File: config.mk
export PLATFORM = sky130hd
export DESIGN_NAME = wide_in_narrow_out_fifo_top
export DESIGN_NICKNAME = d
export VERILOG_FILES = /design/src/hw/rtl/wnf_pkg.sv /design/src/hw/rtl/wnf_store.sv /design/src/hw/rtl/wide_in_narrow_out_fifo_top.sv
export SDC_FILE = /design/constraint.sdc
export NUM_CORES = 1
export LEC_CHECK = 0
export ABC_CLOCK_PERIOD_IN_PS = 5290
export BUFFER_PORTS_ARGS = -buffer_cell sky130_fd_sc_hd__buf_4
export CORE_MARGIN = 3
export CORE_UTILIZATION = 45
export CTS_BUF_LIST = sky130_fd_sc_hd__clkbuf_4 sky130_fd_sc_hd__clkbuf_8
export CTS_CLUSTER_SIZE = 8
export DETAILED_ROUTE_END_ITERATION = 6
export PLACE_DENSITY_LB_ADDON = 0.05
export RECOVER_POWER = 25
export SETUP_SLACK_MARGIN = 0.05
export SYNTH_ARGS = -nofsm -noshare
export SYNTH_HDL_FRONTEND = slang
export SYNTH_SLANG_ARGS = --single-unit
File: constraint.sdc
create_clock -name clk -period 5.29 [get_ports clk]
set_input_delay 1.058 -clock clk [delete_from_list [all_inputs] [get_ports clk]]
set_output_delay 1.058 -clock clk [all_outputs]
set_load 0.005 [all_outputs]
File: src/hw/rtl/wnf_pkg.sv
// Shared types and constants for the wide-in narrow-out FIFO.
package wnf_pkg;

    localparam int DEPTH_DEFAULT              = 64;
    localparam int RATIO_DEFAULT              = 4;
    localparam int ELEMENTS_PER_CHUNK_DEFAULT = 2;
    localparam int ELEMENT_BITS_DEFAULT       = 8;

    localparam int WORD_BITS      = 64;
    localparam int CHUNK_OUT_BITS = 16;
    localparam int LEVEL_BITS     = 7;
    localparam int CFG_INDEX_BITS = 1;

    localparam logic [LEVEL_BITS-1:0] ALMOST_EMPTY_RESET = 7'd4;
    localparam logic [LEVEL_BITS-1:0] ALMOST_FULL_RESET  = 7'd64;

    localparam logic [CFG_INDEX_BITS-1:0] REG_ALMOST_EMPTY = 1'd0;
    localparam logic [CFG_INDEX_BITS-1:0] REG_ALMOST_FULL  = 1'd1;

    typedef struct packed {
        logic                 read_enable;
        logic                 write_enable;
        logic [WORD_BITS-1:0] write_word;
    } in_t;

    typedef struct packed {
        logic [CHUNK_OUT_BITS-1:0] read_chunk;
        logic                      is_empty;
        logic                      is_almost_empty;
        logic                      is_full;
        logic                      is_almost_full;
        logic                      overflow;
        logic                      underflow;
    } out_t;

endpackage

File: src/hw/rtl/wnf_store.sv
// Word memory of the FIFO with registered read and chunk selection.
module wnf_store
    import wnf_pkg::*;
#(
    parameter int WORDS      = (DEPTH_DEFAULT + 2 * RATIO_DEFAULT - 2) / RATIO_DEFAULT,
    parameter int RATIO      = RATIO_DEFAULT,
    parameter int CHUNK_BITS = ELEMENTS_PER_CHUNK_DEFAULT * ELEMENT_BITS_DEFAULT
)
(
    input  logic                                         clk,
    input  logic                                         we,
    input  logic [$clog2(WORDS)-1:0]                     waddr,
    input  logic [WORD_BITS-1:0]                         wdata,
    input  logic [$clog2(WORDS)-1:0]                     raddr,
    input  logic [((RATIO > 1) ? $clog2(RATIO) : 1)-1:0] offset,
    output logic [CHUNK_OUT_BITS-1:0]                    chunk
);

    localparam int OFF_W  = (RATIO > 1) ? $clog2(RATIO) : 1;
    localparam int CAND_N = 1 << OFF_W;
    localparam logic [CHUNK_OUT_BITS-1:0] OUT_MASK =
        (CHUNK_BITS >= CHUNK_OUT_BITS) ? {CHUNK_OUT_BITS{1'b1}}
                                       : CHUNK_OUT_BITS'((1 << CHUNK_BITS) - 1);

    logic [WORD_BITS-1:0]      mem [WORDS];
    logic [WORD_BITS-1:0]      rdata_reg;
    logic [CHUNK_OUT_BITS-1:0] cand [CAND_N];

    always_ff @(posedge clk)
    begin
        if (we)
        begin
            mem[waddr] <= wdata;
        end
        rdata_reg <= mem[raddr];
    end

    // chunks lying above the top of the word read as zero
    always_comb
    begin
        logic [WORD_BITS-1:0] shifted;
        for (int k = 0; k < CAND_N; k++)
        begin
            if (k < RATIO && k * CHUNK_BITS < WORD_BITS)
            begin
                shifted = rdata_reg >> (k * CHUNK_BITS);
            end
            else
            begin
                shifted = '0;
            end
            cand[k] = shifted[CHUNK_OUT_BITS-1:0] & OUT_MASK;
        end
    end

    assign chunk = cand[offset];

endmodule

File: src/hw/rtl/wide_in_narrow_out_fifo_top.sv
// Wide-in narrow-out FIFO: wide words pushed, narrow chunks popped, one status transaction each.
//
// Every input transaction carries an optional pop and an optional push of one
// wide word; the pop is applied first, then the word is queued as RATIO chunks,
// chunk 0 from the low bits first. Each transaction yields one result with the
// head chunk (zero when empty) and the level and error flags after the update.
// A push without room for a whole word is dropped and flags overflow; a pop on an
// empty queue is ignored and flags underflow. Chunks are kept whole-word in one
// memory of (DEPTH + 2*RATIO - 2) / RATIO rows with a registered read.
// The result register is loaded after the update and write at the accepting edge,
// then the memory read, then chunk selection; the next transaction is accepted
// once the result register is loaded, which out_stall can hold off.
// Thresholds are written through cfg_we/cfg_index/cfg_data while the block is idle;
// the user must keep to this, the block itself does not enforce it.
module wide_in_narrow_out_fifo_top
    import wnf_pkg::*;
#(
    parameter int DEPTH              = DEPTH_DEFAULT,
    parameter int RATIO              = RATIO_DEFAULT,
    parameter int ELEMENTS_PER_CHUNK = ELEMENTS_PER_CHUNK_DEFAULT,
    parameter int ELEMENT_BITS       = ELEMENT_BITS_DEFAULT
)
(
    input  logic                      clk,
    input  logic                      rst_n,
    input  logic                      in_valid,
    output logic                      in_stall,
    input  in_t                       in_data,
    output logic                      out_valid,
    input  logic                      out_stall,
    output out_t                      out_data,
    input  logic                      cfg_we,
    input  logic [CFG_INDEX_BITS-1:0] cfg_index,
    input  logic [LEVEL_BITS-1:0]     cfg_data
);

    localparam int CHUNK_BITS = ELEMENTS_PER_CHUNK * ELEMENT_BITS;
    localparam int WORDS      = (DEPTH + 2 * RATIO - 2) / RATIO;
    localparam int WAW        = $clog2(WORDS);
    localparam int OFF_W      = (RATIO > 1) ? $clog2(RATIO) : 1;
    localparam int CNT_W      = $clog2(DEPTH + 1);
    localparam int SUM_W      = ((CNT_W > LEVEL_BITS) ? CNT_W : LEVEL_BITS) + 2;

    typedef enum logic [2:0] {
        S_IDLE = 3'b001,
        S_READ = 3'b010,
        S_DONE = 3'b100
    } state_t;

    state_t                  state_reg, state_next;
    logic [WAW-1:0]          head_word_reg, head_word_next;
    logic [OFF_W-1:0]        head_off_reg, head_off_next;
    logic [WAW-1:0]          tail_word_reg, tail_word_next;
    logic [CNT_W-1:0]        count_reg, count_next;
    logic [LEVEL_BITS-1:0]   almost_empty_reg, almost_full_reg;
    logic                    overflow_reg, overflow_next;
    logic                    underflow_reg, underflow_next;
    logic                    out_valid_reg, out_valid_next;
    out_t                    out_data_reg, out_data_next;

    logic                    accept;
    logic                    do_pop, do_push;
    logic [CNT_W-1:0]        count_mid;
    logic                    load_out;
    logic [SUM_W-1:0]        count_wide;
    logic [CHUNK_OUT_BITS-1:0] chunk;

    wnf_store #(
        .WORDS      (WORDS),
        .RATIO      (RATIO),
        .CHUNK_BITS (CHUNK_BITS)
    ) u_store (
        .clk    (clk),
        .we     (do_push),
        .waddr  (tail_word_reg),
        .wdata  (in_data.write_word),
        .raddr  (head_word_reg),
        .offset (head_off_reg),
        .chunk  (chunk)
    );

    assign in_stall  = (state_reg != S_IDLE);
    assign accept    = in_valid && (state_reg == S_IDLE);
    assign out_valid = out_valid_reg;
    assign out_data  = out_data_reg;

    // queue update for the accepted transaction: pop first, then push
    always_comb
    begin
        do_pop    = accept && in_data.read_enable && (count_reg != '0);
        count_mid = count_reg - CNT_W'(do_pop);
        do_push   = accept && in_data.write_enable &&
                    (SUM_W'(count_mid) + SUM_W'(RATIO) <= SUM_W'(DEPTH));

        head_word_next = head_word_reg;
        head_off_next  = head_off_reg;
        if (do_pop)
        begin
            if (head_off_reg == OFF_W'(RATIO - 1))
            begin
                head_off_next  = '0;
                head_word_next = (head_word_reg == WAW'(WORDS - 1)) ? '0
                                                                    : head_word_reg + 1'b1;
            end
            else
            begin
                head_off_next = head_off_reg + 1'b1;
            end
        end

        tail_word_next = tail_word_reg;
        count_next     = count_mid;
        if (do_push)
        begin
            tail_word_next = (tail_word_reg == WAW'(WORDS - 1)) ? '0 : tail_word_reg + 1'b1;
            count_next     = count_mid + CNT_W'(RATIO);
        end

        overflow_next  = overflow_reg;
        underflow_next = underflow_reg;
        if (accept)
        begin
            overflow_next  = in_data.write_enable && !do_push;
            underflow_next = in_data.read_enable && (count_reg == '0);
        end
    end

    // result assembly and sequencing
    always_comb
    begin
        count_wide = SUM_W'(count_reg);
        load_out   = (state_reg == S_DONE) && (!out_valid_reg || !out_stall);

        out_data_next                 = out_data_reg;
        out_data_next.read_chunk      = (count_reg == '0) ? '0 : chunk;
        out_data_next.is_empty        = (count_reg == '0);
        out_data_next.is_almost_empty = (count_wide <= SUM_W'(almost_empty_reg));
        out_data_next.is_full         = (count_wide + SUM_W'(RATIO) > SUM_W'(DEPTH));
        out_data_next.is_almost_full  = (count_wide + SUM_W'(RATIO) > SUM_W'(almost_full_reg));
        out_data_next.overflow        = overflow_reg;
        out_data_next.underflow       = underflow_reg;

        out_valid_next = out_valid_reg;
        if (load_out)
        begin
            out_valid_next = 1'b1;
        end
        else if (out_valid_reg && !out_stall)
        begin
            out_valid_next = 1'b0;
        end

        state_next = state_reg;
        case (state_reg)
            S_IDLE:
            begin
                if (accept)
                begin
                    state_next = S_READ;
                end
            end
            S_READ:
            begin
                state_next = S_DONE;
            end
            S_DONE:
            begin
                if (load_out)
                begin
                    state_next = S_IDLE;
                end
            end
            default:
            begin
                state_next = S_IDLE;
            end
        endcase
    end

    always_ff @(posedge clk or negedge rst_n)
    begin
        if (!rst_n)
        begin
            state_reg        <= S_IDLE;
            head_word_reg    <= '0;
            head_off_reg     <= '0;
            tail_word_reg    <= '0;
            count_reg        <= '0;
            overflow_reg     <= 1'b0;
            underflow_reg    <= 1'b0;
            out_valid_reg    <= 1'b0;
            almost_empty_reg <= ALMOST_EMPTY_RESET;
            almost_full_reg  <= ALMOST_FULL_RESET;
        end
        else
        begin
            state_reg     <= state_next;
            head_word_reg <= head_word_next;
            head_off_reg  <= head_off_next;
            tail_word_reg <= tail_word_next;
            count_reg     <= count_next;
            overflow_reg  <= overflow_next;
            underflow_reg <= underflow_next;
            out_valid_reg <= out_valid_next;
            if (cfg_we)
            begin
                case (cfg_index)
                    REG_ALMOST_EMPTY: almost_empty_reg <= cfg_data;
                    REG_ALMOST_FULL:  almost_full_reg  <= cfg_data;
                    default:          ;
                endcase
            end
        end
    end

    always_ff @(posedge clk)
    begin
        if (load_out)
        begin
            out_data_reg <= out_data_next;
        end
    end

endmodule

==> results.cfg, run 1 <==
[sta]
hold_slack_ps = 450.0
period_minus_slack_ps = 4585
tightest_slew_ps = 2256
min_period_over_period = 0.8668
slew_headroom = -0.5042
finalClockSkew_ps = 47.20
timing.final.ws_setup_ps = 704.8
slew_viol_final = 40
hold_viol = 0
setup_viol = 0
rsz0062_at_grt = false
timing.fmax_mhz = 218.1

[logic_synthesis]
synth_top_family_by_area = multiplexers
ys_seq_elements = 1213
synth_ff_type = edfxtp_1
synthSimpleGateAreaFrac = 0.01607
yosys.area_share.xor_xnor = 0.002277
syn_inst = 1989
syn_area_per_cell_um2 = 23.21
synth_top_cell_by_area = edfxtp_1
synth_area_mm2 = 0.04616
synth_area_leaders = edfxtp_1 (72%), mux4_2 (16%), dfxtp_1 (2.8%)
yosys.area.top_type_share = 0.7221
yosys_warnings = 0
synth_edf_count = 1110
synth_cell_types = 55
synth_adder_area_share = 0.007861
muxShareOfSynthArea = 0.1831
syn_nets = 2097
ys_seq_area_frac = 0.7711
synth_compound_area_frac = 0.008132
synth-async-reset-ratio = 0.03215

[placement]
pre_cts_slack_ps = 132.7
io_buffers = 102
place_hpwl_um = 73960
gp_congestion = 0.7843

[status]
violations = capacitance limit, slew limit
status = finished, violations left

[clock_tree]
cts_setup_buffers = 0
htreeDepth = 4
cts_tree = built
cts_resized = 0
numCtsBuffers = 196
ctsHoldBuffers = 0
cts.clk_slew.worst_paths_ps = 60
clock_latency_ps = 860
cts.root.buffer_cell = clkbuf_8
clock-sinks = 1213
clock_path_buffers = 3

[final_layout]
syn_to_final_growth_pct = 14.84
layout_common_cells = edfxtp_1 (1110), mux4_2 (336), clkbuf_8 (211), buf_4 (81), mux2_2 (75)
drive_gt1_frac = 0.3650
nNetsFinal = 2364
largest_reg_flops = 1088
mostFrequentLayoutCell = edfxtp_1

[grt]
grt_use_total = 0.2216
gr-total-overflow = 0
grt_max_degree = 70
antenna_found_initial = 13
first_global_vias = 22360
grt_first_pass_wirelength_um = 167100

[setup_path]
worstPathArrival_ps = 5110
worstPathMaxFanout = 18
critical_path_class = reg -> reg
start_kind = register
endpoint_kind = register
cp_data_required_time_ps = 5810

[routing]
finalWirelength_um = 116400
drc_errors = 0
drt_iter0_markers = 2160
ant_nets = 0
vias = 21590
avgRoutedWirePerCell_um = 30.85
drt-vias-per-instance = 5.723
dr.pass1.iters = 5

[flow_run]
cap_viol_max_count = 1

[pwr]
leakagePower_nw = 16.98
ir_worst_vdd_mv = 0.2343
power_density_mw_per_mm2 = 503.6

[hold_path]
hold_path_class = reg -> reg

[die]
die_h_um = 326.3
die_w_um = 326.3
core_area_mm2 = 0.1009
row_count = 116
dieArea_mm2 = 0.1065
io-pin-count = 103
start_util = 0.4576
[cell usage after synthesis (12+ instances only)]
library cell	n
nand3_1	16
and3_1	17
dfxtp_1	64
o21ai_0	17
nor2_1	15
nor2b_1	19
mux4_2	336
ha_1	29
buf_1	27
clkbuf_1	66
nand2_1	22
a21oi_1	12
mux2_2	75
edfxtp_1	1110
inv_1	30
dfrtp_1	36
[area by class of cell]
| cell class | instances | area, um^2 |
|---|---|---|
| Sequential cell | 1213 | 35610 |
| Clock buffer | 285 | 3460 |
| Fill cell | 7872 | 47860 |
| Antenna cell | 4 | 10.01 |
| Timing Repair Buffer | 172 | 1568 |
| Inverter | 30 | 112.6 |
| Tap cell | 1357 | 1698 |
| Multi-Input combinational cell | 643 | 10130 |
| Clock inverter | 68 | 420.4 |
[critical path, cell delays in order, from the launching register on]
cell	delay (ps)
dfrtp_1	570
inv_1	110
ha_1	220
and4_1	160
nor2_1	160
ha_1	240
or4b_4	520
nand2_1	140
ha_1	180
nand3_1	100
a2111o_1	390
a31o_2	200
a21oi_1	130
or4b_1	150
and2_4	280
and3_4	390
buf_4	300
[cell families (layout without fill, tap and decap cells)]
logic type,after synthesis,in the layout
flip-flops,1213,1213
AO/OA/AOI/OAI,58,58
AND/OR/NAND/NOR,130,130
adder cells (fa/ha/maj),29,29
multiplexers,414,414
other,0,4
buffers and inverters,133,555
XOR/XNOR,12,12
[stage by stage]
stage	utilization	TNS [ps]	area, um^2	std cells	power (mW)
detailed placement	0.4889	0	49320	3415	19.11
CTS	0.5274	0	53200	3768	27.13
global placement	0.4889	0	49320	3415	19.10
global route	0.5255	0	53000	3769	27.89
finish	0.5255	0	53010	3772	26.70
floorplan	-	-104690	46190	1989	16.23
[per-layer routing]
layer,GRT usage,vias up,part of all wire
li1,-,8961,-
met1,0.3264,11740,0.45
met2,0.3484,740,0.48
met3,0.04120,144,0.056
met4,0.04969,0,0.014
met5,0,-,0
[final timing paths]
kind	from	to	slack, ps	cells past startpoint
hold reg to reg	underflow_reg	out_data[0]	450	0
min in group asynchronous	rst_n	almost_full_reg[0]	890	1
hold / removal	underflow_reg	out_data[0]	450	0
setup reg to reg	count_reg[3]	u_store.mem[3][18]	700	16
setup / recovery	count_reg[3]	u_store.mem[3][18]	700	16
max in group asynchronous	rst_n	head_word_reg[0]	2780	1
[where the power goes]
part | internal (mW) | total (mW) | leakage (nW) | switching (mW)
combinational | 3.43 | 7.21 | 3.93 | 3.78
clock | 4.26 | 7.94 | 2.06 | 3.67
sequential | 11.1 | 11.6 | 11.0 | 0.472
Power figures use the tool's default switching activity.
==> inputs of run 2 (changes only) <==
--- a/config.mk
+++ b/config.mk
@@ -7,6 +7,8 @@
 export LEC_CHECK = 0
 export ABC_CLOCK_PERIOD_IN_PS = 5290
 export BUFFER_PORTS_ARGS = -buffer_cell sky130_fd_sc_hd__buf_4
+export CELL_PAD_IN_SITES_DETAIL_PLACEMENT = 2
+export CELL_PAD_IN_SITES_GLOBAL_PLACEMENT = 2
 export CORE_MARGIN = 3
 export CORE_UTILIZATION = 45
 export CTS_BUF_LIST = sky130_fd_sc_hd__clkbuf_4 sky130_fd_sc_hd__clkbuf_8
==> run 2 against run 1 <==
  * The run still ends with capacitance limit, slew limit left
  * Power is 3.5% higher
  * First-iteration DRC count is 39% higher
  * Maximum frequency is 2.3% lower
  * Worst hold slack worse by 4.2 ps
  * Die area stayed put
  * Utilization is 0.24 points higher
  * Clock power is 2.8% higher
  * Global-route usage is 4.6 points higher
  * Largest power group unchanged
==> results.cfg, run 2 (synthesized netlist as in run 1, its figures left out) <==
[sta]
tightest_slew_ps = 2427
setup_viol = 0
slew_headroom = -0.6180
timing.fmax_mhz = 213.0
rsz0062_at_grt = false
slew_viol_final = 40
setup_tns_ps = 0
min_period_over_period = 0.8875
hold_viol = 0
period_minus_slack_ps = 4695
finalClockSkew_ps = 36.02

[status]
violations = capacitance limit, slew limit
status = finished, violations left

[grt]
first_global_vias = 24170
grt_use_total = 0.2674
grt_first_pass_wirelength_um = 197200
grt_max_degree = 69
antenna_found_initial = 43
gr-total-overflow = 0

[placement]
io_buffers = 102
dp_cells = 3420
gp_congestion = 0.7886
place_hpwl_um = 91330

[routing]
avgRoutedWirePerCell_um = 36.97
drc_errors = 0
vias = 22930
finalWirelength_um = 140400
drt-vias-per-instance = 6.039
ant_nets = 0
dr.pass1.iters = 5
drt_iter0_markers = 2994

[clock_tree]
cts_resized = 0
cts_setup_buffers = 0
ctsHoldBuffers = 0
cts.root.buffer_cell = clkbuf_8
htreeDepth = 4
cts.clk_slew.worst_paths_ps = 60
clock_path_buffers = 3
clock_latency_ps = 870
numCtsBuffers = 199
clock-sinks = 1213
cts_tree = built

[hold_path]
hold_path_end = almost_empty_reg[1]
worstHoldStart = cfg_data[1]
hold_path_depth = 3
hold_path_class = in -> reg

[setup_path]
r2r_setup_slack_ps = 600
r2r-start = state_reg[0]
critical-path-max-stage-delay_ps = 550
worstPathMaxFanout = 30
start_kind = register
endpoint_kind = register
r2r_cells = 15
critical_path_class = reg -> reg
cp.depth = 15
crit_family = simple AND/OR/NAND/NOR gates
reg2reg_to = u_store.mem[7][44]
crit_buf_inv = 1
slowest_stage = dfstp_2
worstPathArrival_ps = 5220
cp_cell_sequence = nor4bb_1 > nand2_1 > nor2_1 > ha_1 > or4b_4 > nand2_1 > ha_1 > nand3_1 > a2111o_1 > a31o_2 > a21oi_1 > or4b_1 > and2_4 > and3_4 > buf_12
cp_data_required_time_ps = 5820

[pwr]
leakagePower_nw = 17.06
power_density_mw_per_mm2 = 518.8
ir_worst_vdd_mv = 0.7258
power_mw = 27.63

[final_layout]
nNetsFinal = 2372
mostFrequentLayoutCell = edfxtp_1
largest_reg_flops = 1088
syn_to_final_growth_pct = 15.36
instances_no_fill = 3797
drive_gt1_frac = 0.3673
layout_common_cells = edfxtp_1 (1110), mux4_2 (336), clkbuf_8 (214), clkbuf_4 (88), mux2_2 (75)

[die]
dieArea_mm2 = 0.1065
start_util = 0.4576
die_w_um = 326.3
die_h_um = 326.3
row_count = 116
io-pin-count = 103
core_area_mm2 = 0.1009

[flow_run]
cap_viol_max_count = 1
-- run 2: cell type report --
cell class | instances | area [um^2]
timing repair buffer | 177 | 1768
multi-input combinational | 643 | 10130
antenna | 9 | 22.52
sequential | 1213 | 35610
clock inverter | 66 | 300.3
tap | 1357 | 1698
fill | 8444 | 47620
clock buffer | 302 | 3606
inverter | 30 | 112.6
-- run 2: metrics by stage --
| step | hold slack (ps) | setup WS [ps] | utilization | instance area [um^2] |
|---|---|---|---|---|
| finish | 445.8 | 595.3 | 0.5279 | 53250 |
| global route | 387.7 | 357.3 | 0.5277 | 53230 |
| CTS | 118.3 | 598.8 | 0.5296 | 53430 |
| detailed placement | 458.5 | -13.45 | 0.4909 | 49520 |
| global placement | 434.4 | 91.76 | 0.4909 | 49520 |
| floorplan | 424.9 | -113.2 | - | 46190 |
-- run 2: worst max-delay path by stage --
stage / startpoint / endpoint / slack [ps]
3_3_place_gp: in_valid / u_store.mem[5][49] / 90
5_1_grt: count_reg[3] / u_store.mem[5][55] / 360
4_1_cts: count_reg[3] / u_store.mem[7][60] / 600
2_1_floorplan: in_valid / u_store.mem[10][0] / -110
3_5_place_dp: in_valid / u_store.mem[7][57] / -10
6_report: state_reg[0] / u_store.mem[7][44] / 600
-- run 2: layer usage --
layer	routed length (um)	vias to the layer above	track usage
met5	41	-	0
li1	-	8983	-
met4	2807	6	0.06736
met1	62260	12530	0.4165
met3	15450	192	0.08435
met2	59830	1218	0.3655
-- run 2: where the power goes --
group,internal [mW],total [mW],switching [mW]
registers,11.1,11.8,0.695
clock network,4.33,8.16,3.83
logic,3.50,7.69,4.18
-- run 2: worst min-delay path: cells and delay by family --
kind | cells | cell delay (ps)
AOI/OAI and AO/OA | 1 | 60
buffers and inverters | 1 | 100
and+or+nand+nor | 1 | 40
==> inputs of run 3 (changes only) <==
--- a/config.mk
+++ b/config.mk
@@ -5,17 +5,17 @@
 export SDC_FILE = /design/constraint.sdc
 export NUM_CORES = 1
 export LEC_CHECK = 0
+export ABC_AREA = 1
 export ABC_CLOCK_PERIOD_IN_PS = 5290
 export BUFFER_PORTS_ARGS = -buffer_cell sky130_fd_sc_hd__buf_4
 export CELL_PAD_IN_SITES_DETAIL_PLACEMENT = 2
 export CELL_PAD_IN_SITES_GLOBAL_PLACEMENT = 2
 export CORE_MARGIN = 3
-export CORE_UTILIZATION = 45
-export CTS_BUF_LIST = sky130_fd_sc_hd__clkbuf_4 sky130_fd_sc_hd__clkbuf_8
+export CORE_UTILIZATION = 42
+export CTS_BUF_LIST = sky130_fd_sc_hd__clkbuf_8
 export CTS_CLUSTER_SIZE = 8
 export DETAILED_ROUTE_END_ITERATION = 6
 export PLACE_DENSITY_LB_ADDON = 0.05
-export RECOVER_POWER = 25
 export SETUP_SLACK_MARGIN = 0.05
 export SYNTH_ARGS = -nofsm -noshare
 export SYNTH_HDL_FRONTEND = slang
==> run 3 against run 2 <==
  * The run ends with DRC left
  * First-iteration DRC count is 1.6% lower
  * Global-route usage is 0.59 points higher
  * Synthesized cell count is 82% higher
  * Largest power group unchanged
  * Sequential power hardly changed
  * Synthesized area is 2.1% higher
  * Cell count is 43% higher
  * Cell area is 0.84% higher
  * Maximum frequency is 4.9% higher
  * Non-clock buffer count is 15 higher
  * Combinational power is 24% higher
  * Power is 3.8% higher
==> results.cfg, run 3 <==
[clock_tree]
cts.clk_slew.worst_paths_ps = 70
cts_setup_buffers = 0
cts_tree = built
cts_resized = 0
cts.root.buffer_cell = clkbuf_8
clock-sinks = 1213
clock_path_buffers = 3
htreeDepth = 4
numCtsBuffers = 201
ctsHoldBuffers = 0
clock_latency_ps = 870

[logic_synthesis]
yosys.area.top_type_share = 0.7071
ys_seq_elements = 1213
synth_area_leaders = edfxtp_1 (71%), o21ai_0 (5.0%), nor2_1 (4.9%)
syn_inst = 3619
yosysMostFrequentCell = edfxtp_1
synth_top_cell_by_area = edfxtp_1
synth_area_mm2 = 0.04714
synth-async-reset-ratio = 0.03215
yosys_warnings = 0
syn_nets = 3727
synth_common_cells = edfxtp_1 (1110), nor2_1 (613), o21ai_0 (469), nand2_1 (344), nand3_1 (194)
ys_seq_area_frac = 0.7550
syn_area_per_cell_um2 = 13.03
synth_edf_count = 1110
synth_ff_type = edfxtp_1
synth_cell_types = 37

[hold_path]
hold_path_class = in -> async

[sta]
hold_viol = 0
tightest_slew_ps = 1233
period_minus_slack_ps = 4473
setup_viol = 0
min_period_over_period = 0.8456
timing.final.ws_setup_ps = 816.6
rsz0062_at_grt = false
hold_slack_ps = 179.7
slew_viol_final = 0
slew_headroom = 0.1692
timing.fmax_mhz = 223.5
finalClockSkew_ps = 37.58

[final_layout]
drive_gt1_frac = 0.1215
fillCellCount = 10710
syn_to_final_growth_pct = 13.91
nNetsFinal = 3885
mostFrequentLayoutCell = edfxtp_1
largest_reg_flops = 1088
layout_common_cells = edfxtp_1 (1110), nor2_1 (596), o21ai_0 (469), nand2_1 (344), clkbuf_8 (224)

[routing]
vias = 31500
drc_errors = 4
ant_nets = 0
avgRoutedWirePerCell_um = 29.40
finalWirelength_um = 159800
drt-vias-per-instance = 5.797
drt_iter0_markers = 2945
dr.pass1.iters = 7

[grt]
grt_use_total = 0.2733
grt_max_degree = 183
grt_first_pass_wirelength_um = 234300
first_global_vias = 34080
antenna_found_initial = 9
gr-total-overflow = 0

[placement]
gp_congestion = 0.8210
pre_cts_slack_ps = 454.7
io_buffers = 102
place_hpwl_um = 96240

[die]
start_util = 0.4248
core_area_mm2 = 0.1110
die_h_um = 341.0
die_w_um = 341.0
row_count = 122
dieArea_mm2 = 0.1163
io-pin-count = 103

[pwr]
p_comb_frac = 0.331
seq_power_share = 0.402
power.share.clock = 0.266
ir_worst_vdd_mv = 0.4489
leakagePower_nw = 18.18
intPower_mw = 17.39
p_switching_mw = 11.28
p_sw_frac = 0.3935
power_density_mw_per_mm2 = 533.8

[setup_path]
endpoint_kind = register
start_kind = register
worstPathArrival_ps = 4960
cp_data_required_time_ps = 5770
worstPathMaxFanout = 26
critical_path_class = reg -> reg

[status]
violations = DRC
status = finished, violations left

[flow_run]
cap_viol_max_count = 0
run 3: cell count changes after synthesis, sizes merged, moves of 138 or more:
cell,previous run,this run
a21oi,12,150
o21ai,20,477
nor2,15,620
nand3,16,196
mux4,336,0
nand2,22,349
run 3: cell families after synthesis:
kind of cell,after synthesis,share of synthesized area
simple gates,1195,0.1031
compound gates,874,0.1047
xor+xnor,6,0.001115
fa+ha+maj,29,0.007697
flops,1213,0.7550
buf+inv,302,0.02840
run 3: layout make-up:
| cell class | count | area [um^2] | share of cell area |
|---|---|---|---|
| multi-input combinational | 2104 | 10350 | 0.1927 |
| antenna | 2 | 5.005 | 0.00009321 |
| sequential | 1213 | 35610 | 0.6631 |
| timing repair buffer | 192 | 1929 | 0.03593 |
| inverter | 65 | 271.5 | 0.005056 |
| clock inverter | 146 | 593.1 | 0.01104 |
| clock buffer | 224 | 3083 | 0.05741 |
| tap | 1488 | 1862 | 0.03467 |
run 3: power groups by stage:
stage | clock (mW) | sequential [mW] | combinational (mW)
4_1_cts | 7.82 | 11.5 | 9.58
6_report | 7.63 | 11.5 | 9.50
5_1_grt | 8.24 | 11.6 | 10.4
3_5_place_dp | 0 | 11.7 | 9.50
2_1_floorplan | 0 | 11.4 | 5.60
3_3_place_gp | 0 | 11.7 | 9.09
run 3: per-layer routing:
layer  vias up  global-route usage  share of wire  wire, um
met5         -                   0              0         0
met4         0             0.07373          0.022      3516
met3       233             0.04197          0.052      8348
met2       905              0.4543           0.49     78270
met1     16710              0.3761           0.44     69620
li1      13660                   -              -         -
run 3: critical path, cell delays in order (launching register included):
cell	delay (ps)
dfstp_2	530
inv_1	60
nor3_2	150
nand2_1	170
nor2_1	210
nand2_1	140
inv_1	180
ha_1	300
ha_1	250
inv_2	60
nand2_1	60
nand2_1	170
ha_1	250
nand3_1	90
nand2_1	90
nor2_1	150
nand3_2	110
nand2_4	180
nand4_1	160
buf_4	220
nor2_4	130
buf_4	410
run 3: path summary, 6_finish.rpt:
| kind | from | endpoint | slack, ps | depth (start not counted) |
|---|---|---|---|---|
| max | state_reg[0] | u_store.mem[2][33] | 820 | 21 |
| min | rst_n | state_reg[1] | 180 | 1 |
| max reg2reg | state_reg[0] | u_store.mem[2][33] | 820 | 21 |
| min reg2reg | overflow_reg | out_data[1] | 460 | 0 |
| max in group asynchronous | rst_n | head_word_reg[1] | 4700 | 1 |
| min in group clk | in_valid | state_reg[0] | 400 | 2 |
run 3: per-stage QoR:
step                total power [mW]  utilization  setup TNS, ps  instance area (um^2)  std cells
floorplan                      16.99            -        -833920                 47140       3619
global placement               20.79       0.4507              0                 50020       5062
global route                   30.21       0.4838              0                 53690       5433
finish                         28.66       0.4839              0                 53700       5434
CTS                            28.94       0.4838              0                 53690       5432
detailed placement             21.23       0.4507              0                 50020       5062
